--- src/rtl/wma_pkg.sv ---
// Shared constants and control types for the warm-up moving average block.
`timescale 1ns / 1ps
`default_nettype none
package wma_pkg;

	localparam int WINDOW   = 8;
	localparam int SAMPLE_W = 16;
	localparam int IDX_W    = (WINDOW > 1) ? $clog2(WINDOW) : 1;
	localparam int CNT_W    = $clog2(WINDOW + 1);
	localparam int SUM_W    = SAMPLE_W + $clog2(WINDOW);
	localparam int STEP_W   = $clog2(SUM_W);

	localparam logic ACT_FILTER = 1'b0;
	localparam logic ACT_CLEAR  = 1'b1;

	typedef struct packed {
		logic clear;
		logic capture;
		logic update;
		logic div_step;
		logic load_out;
	} cmd_t;

	typedef struct packed {
		logic div_last;
		logic out_full;
	} status_t;

endpackage
`default_nettype wire

--- src/rtl/wma_in_if.sv ---
// Input channel: action and sample with valid/ready.
`timescale 1ns / 1ps
`default_nettype none
interface wma_in_if;
	logic                          valid;
	logic                          ready;
	logic                          action;
	logic [wma_pkg::SAMPLE_W-1:0]  sample;

	modport source (output valid, output action, output sample, input ready);
	modport sink   (input valid, input action, input sample, output ready);
endinterface
`default_nettype wire

--- src/rtl/wma_out_if.sv ---
// Output channel: average with valid/ready.
`timescale 1ns / 1ps
`default_nettype none
interface wma_out_if;
	logic                          valid;
	logic                          ready;
	logic [wma_pkg::SAMPLE_W-1:0]  average;

	modport source (output valid, output average, input ready);
	modport sink   (input valid, input average, output ready);
endinterface
`default_nettype wire

--- src/rtl/wma_ram.sv ---
// Generic single-port-write, single-port-read RAM with registered read data.
`timescale 1ns / 1ps
`default_nettype none
module wma_ram #(
	parameter int WIDTH = 16,
	parameter int DEPTH = 8,
	localparam int AW = (DEPTH > 1) ? $clog2(DEPTH) : 1
) (
	input  wire logic             clk,
	input  wire logic             wr_en,
	input  wire logic [AW-1:0]    wr_addr,
	input  wire logic [WIDTH-1:0] wr_data,
	input  wire logic             rd_en,
	input  wire logic [AW-1:0]    rd_addr,
	output logic      [WIDTH-1:0] rd_data
);

	logic [WIDTH-1:0] mem_q [DEPTH];

	always_ff @(posedge clk) begin
		if (wr_en) begin
			mem_q[wr_addr] <= wr_data;
		end
		if (rd_en) begin
			rd_data <= mem_q[rd_addr];
		end
	end

endmodule
`default_nettype wire

--- src/rtl/wma_ctrl.sv ---
// Sequencer: accept, ring update, iterative divide, result hand-off.
`timescale 1ns / 1ps
`default_nettype none
module wma_ctrl (
	input  wire logic             clk,
	input  wire logic             arst_n,
	input  wire logic             in_valid,
	input  wire logic             in_action,
	output logic                  in_ready,
	input  wire wma_pkg::status_t status,
	output wma_pkg::cmd_t         cmd
);

	typedef enum logic [3:0] {
		ST_IDLE = 4'b0001,
		ST_UPD  = 4'b0010,
		ST_DIV  = 4'b0100,
		ST_HOLD = 4'b1000
	} state_t;

	state_t state_q;
	state_t state_d;

	assign in_ready = (state_q == ST_IDLE);

	always_comb begin
		state_d = state_q;
		cmd     = '0;
		case (state_q)
			ST_IDLE: begin
				if (in_valid) begin
					if (in_action == wma_pkg::ACT_CLEAR) begin
						cmd.clear = 1'b1;
					end else begin
						cmd.capture = 1'b1;
						state_d     = ST_UPD;
					end
				end
			end
			ST_UPD: begin
				cmd.update = 1'b1;
				state_d    = ST_DIV;
			end
			ST_DIV: begin
				cmd.div_step = 1'b1;
				if (status.div_last) begin
					state_d = ST_HOLD;
				end
			end
			ST_HOLD: begin
				// wait until the previous beat has left the output register
				if (!status.out_full) begin
					cmd.load_out = 1'b1;
					state_d      = ST_IDLE;
				end
			end
			default: begin
				state_d = ST_IDLE;
			end
		endcase
	end

	always_ff @(posedge clk or negedge arst_n) begin
		if (!arst_n) begin
			state_q <= ST_IDLE;
		end else begin
			state_q <= state_d;
		end
	end

endmodule
`default_nettype wire

--- src/rtl/wma_dp.sv ---
// Datapath: sample ring, running sum, fill count, restoring divider, output register.
`timescale 1ns / 1ps
`default_nettype none
module wma_dp (
	input  wire logic                         clk,
	input  wire logic                         arst_n,
	input  wire wma_pkg::cmd_t                cmd,
	output wma_pkg::status_t                  status,
	input  wire logic [wma_pkg::SAMPLE_W-1:0] in_sample,
	output logic                              out_valid,
	input  wire logic                         out_ready,
	output logic      [wma_pkg::SAMPLE_W-1:0] out_average
);

	localparam int IDX_W    = wma_pkg::IDX_W;
	localparam int CNT_W    = wma_pkg::CNT_W;
	localparam int SUM_W    = wma_pkg::SUM_W;
	localparam int SAMPLE_W = wma_pkg::SAMPLE_W;
	localparam int STEP_W   = wma_pkg::STEP_W;

	logic [IDX_W-1:0]    write_index_q;
	logic [CNT_W-1:0]    fill_count_q;
	logic [SUM_W-1:0]    sum_q;
	logic [SAMPLE_W-1:0] sample_q;
	logic [SAMPLE_W-1:0] old_sample;

	logic [SUM_W-1:0]    quo_q;
	logic [CNT_W-1:0]    rem_q;
	logic [CNT_W-1:0]    divisor_q;
	logic [STEP_W-1:0]   step_q;

	logic                out_valid_q;
	logic [SAMPLE_W-1:0] average_q;

	logic                ring_full;
	logic [CNT_W-1:0]    count_next;
	logic [SUM_W-1:0]    sum_next;
	logic [IDX_W-1:0]    index_next;
	logic [CNT_W:0]      rem_shift;
	logic [CNT_W:0]      rem_diff;
	logic                quo_bit;

	wma_ram #(
		.WIDTH(SAMPLE_W),
		.DEPTH(wma_pkg::WINDOW)
	) u_ring (
		.clk    (clk),
		.wr_en  (cmd.update),
		.wr_addr(write_index_q),
		.wr_data(sample_q),
		.rd_en  (cmd.capture),
		.rd_addr(write_index_q),
		.rd_data(old_sample)
	);

	always_comb begin
		ring_full  = (fill_count_q == CNT_W'(wma_pkg::WINDOW));
		count_next = ring_full ? fill_count_q : fill_count_q + CNT_W'(1);
		// drop the overwritten sample only once every slot holds one
		sum_next   = sum_q - (ring_full ? SUM_W'(old_sample) : SUM_W'(0)) + SUM_W'(sample_q);
		index_next = (write_index_q == IDX_W'(wma_pkg::WINDOW - 1)) ?
			IDX_W'(0) : write_index_q + IDX_W'(1);

		rem_shift = {rem_q, quo_q[SUM_W-1]};
		rem_diff  = rem_shift - {1'b0, divisor_q};
		quo_bit   = (rem_shift >= {1'b0, divisor_q});
	end

	assign status.div_last = (step_q == STEP_W'(SUM_W - 1));
	assign status.out_full = out_valid_q;

	assign out_valid   = out_valid_q;
	assign out_average = average_q;

	always_ff @(posedge clk or negedge arst_n) begin
		if (!arst_n) begin
			write_index_q <= '0;
			fill_count_q  <= '0;
			sum_q         <= '0;
			step_q        <= '0;
			out_valid_q   <= 1'b0;
		end else begin
			if (cmd.clear) begin
				write_index_q <= '0;
				fill_count_q  <= '0;
				sum_q         <= '0;
			end else if (cmd.update) begin
				write_index_q <= index_next;
				fill_count_q  <= count_next;
				sum_q         <= sum_next;
			end

			if (cmd.update) begin
				step_q <= '0;
			end else if (cmd.div_step) begin
				step_q <= step_q + STEP_W'(1);
			end

			if (cmd.load_out) begin
				out_valid_q <= 1'b1;
			end else if (out_ready) begin
				out_valid_q <= 1'b0;
			end
		end
	end

	always_ff @(posedge clk) begin
		if (cmd.capture) begin
			sample_q <= in_sample;
		end

		if (cmd.update) begin
			quo_q     <= sum_next;
			rem_q     <= '0;
			divisor_q <= count_next;
		end else if (cmd.div_step) begin
			// one restoring step: shift in the next dividend bit, subtract if it fits
			rem_q <= quo_bit ? rem_diff[CNT_W-1:0] : rem_shift[CNT_W-1:0];
			quo_q <= {quo_q[SUM_W-2:0], quo_bit};
		end

		if (cmd.load_out) begin
			average_q <= quo_q[SAMPLE_W-1:0];
		end
	end

endmodule
`default_nettype wire

--- src/rtl/warmup_moving_average_top.sv ---
// Top level of the warm-up moving average filter.
//
// Each sample beat stores the sample in an eight-entry ring, updates the
// running sum and returns the truncated mean of the samples held, divided by
// the number seen so far during warm-up. After a sample beat is accepted, the
// steps before the next beat can be taken are: read the slot being
// overwritten, update the ring and sum, run the one-bit-per-cycle restoring
// divider (one step per bit of the running sum), and load the output register
// once the previous result has been taken. A clear beat empties the filter
// and returns nothing. The output register holds a result until it is taken
// while the next beat is already being worked on.
`timescale 1ns / 1ps
`default_nettype none
module warmup_moving_average_top (
	input  wire logic  clk,
	input  wire logic  arst_n,
	wma_in_if.sink     in_ch,
	wma_out_if.source  out_ch
);

	wma_pkg::cmd_t    cmd;
	wma_pkg::status_t status;

	wma_ctrl u_ctrl (
		.clk      (clk),
		.arst_n   (arst_n),
		.in_valid (in_ch.valid),
		.in_action(in_ch.action),
		.in_ready (in_ch.ready),
		.status   (status),
		.cmd      (cmd)
	);

	wma_dp u_dp (
		.clk        (clk),
		.arst_n     (arst_n),
		.cmd        (cmd),
		.status     (status),
		.in_sample  (in_ch.sample),
		.out_valid  (out_ch.valid),
		.out_ready  (out_ch.ready),
		.out_average(out_ch.average)
	);

endmodule
`default_nettype wire

--- src/flat_wrapper.sv ---
// flat-port wrapper written by rule: the top's interface ports become plain ports
module warmup_moving_average_top_flat 
  (clk, arst_n, in_ch_valid, in_ch_action, in_ch_sample, in_ch_ready, out_ch_valid, out_ch_average, out_ch_ready);
  wma_in_if in_ch_i ();
  wma_out_if out_ch_i ();
  input  wire logic clk;
  input  wire logic arst_n;
  input wire logic [$bits(in_ch_i.valid)-1:0] in_ch_valid;
  input wire logic [$bits(in_ch_i.action)-1:0] in_ch_action;
  input wire logic [$bits(in_ch_i.sample)-1:0] in_ch_sample;
  output wire logic [$bits(in_ch_i.ready)-1:0] in_ch_ready;
  output wire logic [$bits(out_ch_i.valid)-1:0] out_ch_valid;
  output wire logic [$bits(out_ch_i.average)-1:0] out_ch_average;
  input wire logic [$bits(out_ch_i.ready)-1:0] out_ch_ready;
  assign in_ch_i.valid = in_ch_valid;
  assign in_ch_i.action = in_ch_action;
  assign in_ch_i.sample = in_ch_sample;
  assign in_ch_ready = in_ch_i.ready;
  assign out_ch_valid = out_ch_i.valid;
  assign out_ch_average = out_ch_i.average;
  assign out_ch_i.ready = out_ch_ready;
  warmup_moving_average_top u_core (.clk(clk), .arst_n(arst_n), .in_ch(in_ch_i), .out_ch(out_ch_i));
endmodule
--- config.mk ---
export PLATFORM = sky130hd
export DESIGN_NAME = warmup_moving_average_top_flat
export DESIGN_NICKNAME = d
export VERILOG_FILES = /design/src/rtl/wma_pkg.sv /design/src/rtl/wma_in_if.sv /design/src/rtl/wma_out_if.sv /design/src/rtl/wma_ram.sv /design/src/rtl/wma_ctrl.sv /design/src/rtl/wma_dp.sv /design/src/rtl/warmup_moving_average_top.sv /design/src/flat_wrapper.sv
export SDC_FILE = /design/constraint.sdc
export NUM_CORES = 1
export LEC_CHECK = 0
export BUFFER_PORTS_ARGS = -buffer_cell sky130_fd_sc_hd__buf_4
export CAP_MARGIN = 20
export CORE_AREA = 2 2 136 172
export DETAILED_ROUTE_END_ITERATION = 6
export DIE_AREA = 0 0 138 174
export GPL_TIMING_DRIVEN = 1
export PLACE_DENSITY = 0.66
export SYNTH_ARGS = -nofsm -noshare
export SYNTH_HDL_FRONTEND = slang
export SYNTH_HIERARCHICAL = 1
export SYNTH_SLANG_ARGS = --single-unit
--- constraint.sdc ---
create_clock -name clk -period 4.9 [get_ports clk]
set_input_delay 0.49 -clock clk [delete_from_list [all_inputs] [get_ports clk]]
set_output_delay 0.49 -clock clk [all_outputs]
set_load 0.005 [all_outputs]
==> metrics <==
status=finished, final reports clean; register-to-register setup slack=940 ps; final setup fails=0; post-DR wirelength/cell=18.2 um; Fin Setup TNS=0 ps; worst skew pair latency=520 ps; NumNets Final=886; CP Class=flip-flop to flip-flop; CP Max Fanout=15; Starting DRT DRC Count=397; Worst Hold End=u_core/u_dp/sample_q[14]; post-synth top area share=0.542; internal power=4.11 mW; clk sinks=239; Synth Flop Type=edfxtp_1; hold wc startpoint=in_ch_sample[14]; Req. time, crit path=5260 ps; Seq cells post-synth=239; worst slew pin tran=1050 ps; die height=174 um; worst min path class=primary input to flip-flop; Die ar.=24000 um^2; first-pass GRT wire length=33500 um; clock share of power=0.340; Yosys cell types=64; Boundary Pins=39; largest net degree at the start of global routing=44; WHS Path Cells=1; Clock Skew=15.0 ps; Area growth, synth to finish=13.7%; CTS Buf Count=25; Cells after Synth=765; ranking of synthesized cells by area=edfxtp_1 (54%), dfrtp_1 (7.9%), mux4_1 (6.7%); Synth Warn #=6; clock slew at the register clock pins of the worst setup and hold paths=60 ps; Max VDD drop=0.000246 V; gr ovfl total=0; Final Wtd Congestion=0.880; DP HPWL=13400 um; syn_area_per_cell=14.4 um^2; FF+latch area=6960 um^2; maximum clock insertion buffer count=3; pins over their slew limit=0; max_cap viols=0; FF-to-FF Start=u_core/u_dp/fill_count_q[0]; Die W=138 um; Finished Core Util=0.557; largest area contributor in the netlist=edfxtp_1; reg2reg path depth=14; drt pass-1 iters=4; via count=6118; final worst-path cycle share=0.808; Detail Route Antenna Nets=0; postcts setup bufs=0; multi-input combinational cell area=3610 um^2; most common cell after layout, fill and taps aside=edfxtp_1; WP data arrival=4320 ps; Lkg Pwr=4.72 nW; WL final=20500 um; most frequent cells in the layout=edfxtp_1 (199), inv_1 (88), buf_4 (56), nand2_1 (52), nor2_1 (40); combinational share of power=0.232; vias in the first global route=6289; layout cells sized above 1=0.157; CTS Root Cell=clkbuf_16; EDFF count, synth=199; CORE AREA=22500 um^2; Starting Density=0.490; H-tree depth=1; Total GRT Usage=0.174; Std-Cell Rows=62; Setup crit end kind=flip-flop; sequential power share=0.428; minimum clock period=3960 ps; CP startpoint kind=flip-flop; fillers=1819; pwr dens=455 nW/um^2; RSZ-0062 raised after global routing=no; Worst R2R End=u_core/u_dp/sum_q[16]; Fin. Hold Viols=0; Ant. Diodes=0; Async S/R FF share, synth=0.151; Net Sw Frac=0.279; Peak Freq=0.253 GHz; vias per cell=5.44; Net Sw Power=1.59 mW; Seq/Total Area, Yosys=0.631; Mapped Area=11000 um^2; initial antenna violation count=0; net count after synthesis=832; DRC viols=0; CTS tree=yes; IO Port Bufs=38; Slew HR=0.296
## critical path, cell delays in order (launching register included)
cell      delay, ps
dfrtp_1         460
inv_1           100
ha_1            160
nand2_1          60
nor2_1          280
buf_4           250
and2_1          170
fa_1            460
fa_1            440
nand2b_1        190
a21oi_1         280
o21ai_1         170
a31oi_1         390
mux2i_1         230
o311ai_0        170
## stage by stage
stage	hold slack [ps]	setup slack, ps	instances	instance area [um^2]	total power, mW
floorplan	194	1260	765	11000	3.53
global placement	436	1100	1079	11700	3.75
detailed placement	432	945	1079	11700	3.79
CTS	125	936	1124	12500	5.74
global route	121	675	1124	12500	6.02
finish	146	940	1124	12500	5.70
## final cells by class
type                    count  area share
multi-input cells         408       0.288
repair buffers             57      0.0343
inverters                  88      0.0263
clock buffers              34      0.0550
flip-flops and latches    239       0.555
well taps                 288      0.0287
clock inverters            10      0.0122
## cells by family (layout without fill, tap and decap cells)
logic type                 after synthesis  after routing  share of synthesized area
muxes                                   59             59                      0.102
buffers and inverters                  118            189                     0.0455
DFF                                    239            239                      0.631
AOI/OAI and AO/OA                      104            104                     0.0621
xor gates and xnor gates                14             14                     0.0111
and+or+nand+nor                        185            185                     0.0851
adders and majority gates               46             46                     0.0638
## Yosys cell counts (4+ instances only)
library cell	instances
o21a_1	7
a31oi_1	11
nor2b_1	6
a21o_1	10
a21oi_1	26
mux4_2	4
clkbuf_1	11
a211o_1	5
mux2i_1	8
nand2_1	52
buf_4	5
or3_1	5
nand3_1	14
nor3_1	13
and2_1	17
xnor2_1	8
a211oi_1	6
buf_6	5
dfrtp_1	35
o21ai_0	21
inv_1	88
ha_1	29
nor2_1	43
buf_1	7
xor2_1	6
nand3b_1	4
fa_1	17
mux2_2	18
dfxtp_1	4
edfxtp_1	199
nand4_1	9
mux4_1	28
nand2b_1	7
## layer usage
metal,up-vias,part of all wire,global-route usage
li1,2927,-,-
met1,3043,0.43,0.225
met5,-,0,0
met4,0,0.026,0.0519
met2,108,0.51,0.306
met3,40,0.034,0.0242
## repair_timing
item,4_1_cts,5_1_grt
setup endpoints to repair,0,0
hold buffers,1,0
resized for setup,0,0
endpoints found under the hold margin,35,0
## state kept, by name, indices dropped and copies added (netlist names)
register                    flops
u_core/u_dp/write_index_q       3
u_core/u_dp/fill_count_q        4
u_core/u_dp/out_average        16
u_core/u_dp/u_ring/mem_q      128
u_core/u_dp/step_q              5
u_core/u_dp/divisor_q           4
u_core/u_dp/quo_q              19
u_core/u_dp/sum_q              19
u_core/u_ctrl/state_q           4
u_core/u_dp/rem_q               4
u_core/u_dp/u_ring/rd_data     16
u_core/u_dp/out_valid           1
u_core/u_dp/sample_q           16
## worst max-delay path by stage
stage | depth (start not counted) | endpoint | slack, ps | from
2_1_floorplan | 16 | u_core/u_dp/sum_q[18] | 1260 | u_core/u_dp/fill_count_q[0]
3_3_place_gp | 14 | u_core/u_dp/sum_q[18] | 1100 | u_core/u_dp/fill_count_q[0]
3_5_place_dp | 14 | u_core/u_dp/sum_q[16] | 940 | u_core/u_dp/fill_count_q[0]
4_1_cts | 14 | u_core/u_dp/sum_q[16] | 940 | u_core/u_dp/fill_count_q[0]
5_1_grt | 15 | u_core/u_dp/sum_q[18] | 680 | u_core/u_dp/fill_count_q[0]
6_report | 14 | u_core/u_dp/sum_q[16] | 940 | u_core/u_dp/fill_count_q[0]
## power groups by stage
| stage | Clock (mW) | Sequential (mW) | Combinational, mW |
|---|---|---|---|
| 2_1_floorplan | 0 | 2.45 | 1.07 |
| 3_3_place_gp | 0 | 2.47 | 1.28 |
| 3_5_place_dp | 0 | 2.48 | 1.32 |
| 4_1_cts | 1.98 | 2.44 | 1.32 |
| 5_1_grt | 2.07 | 2.46 | 1.49 |
| 6_report | 1.94 | 2.44 | 1.32 |
(Power assumes the default switching activity.)
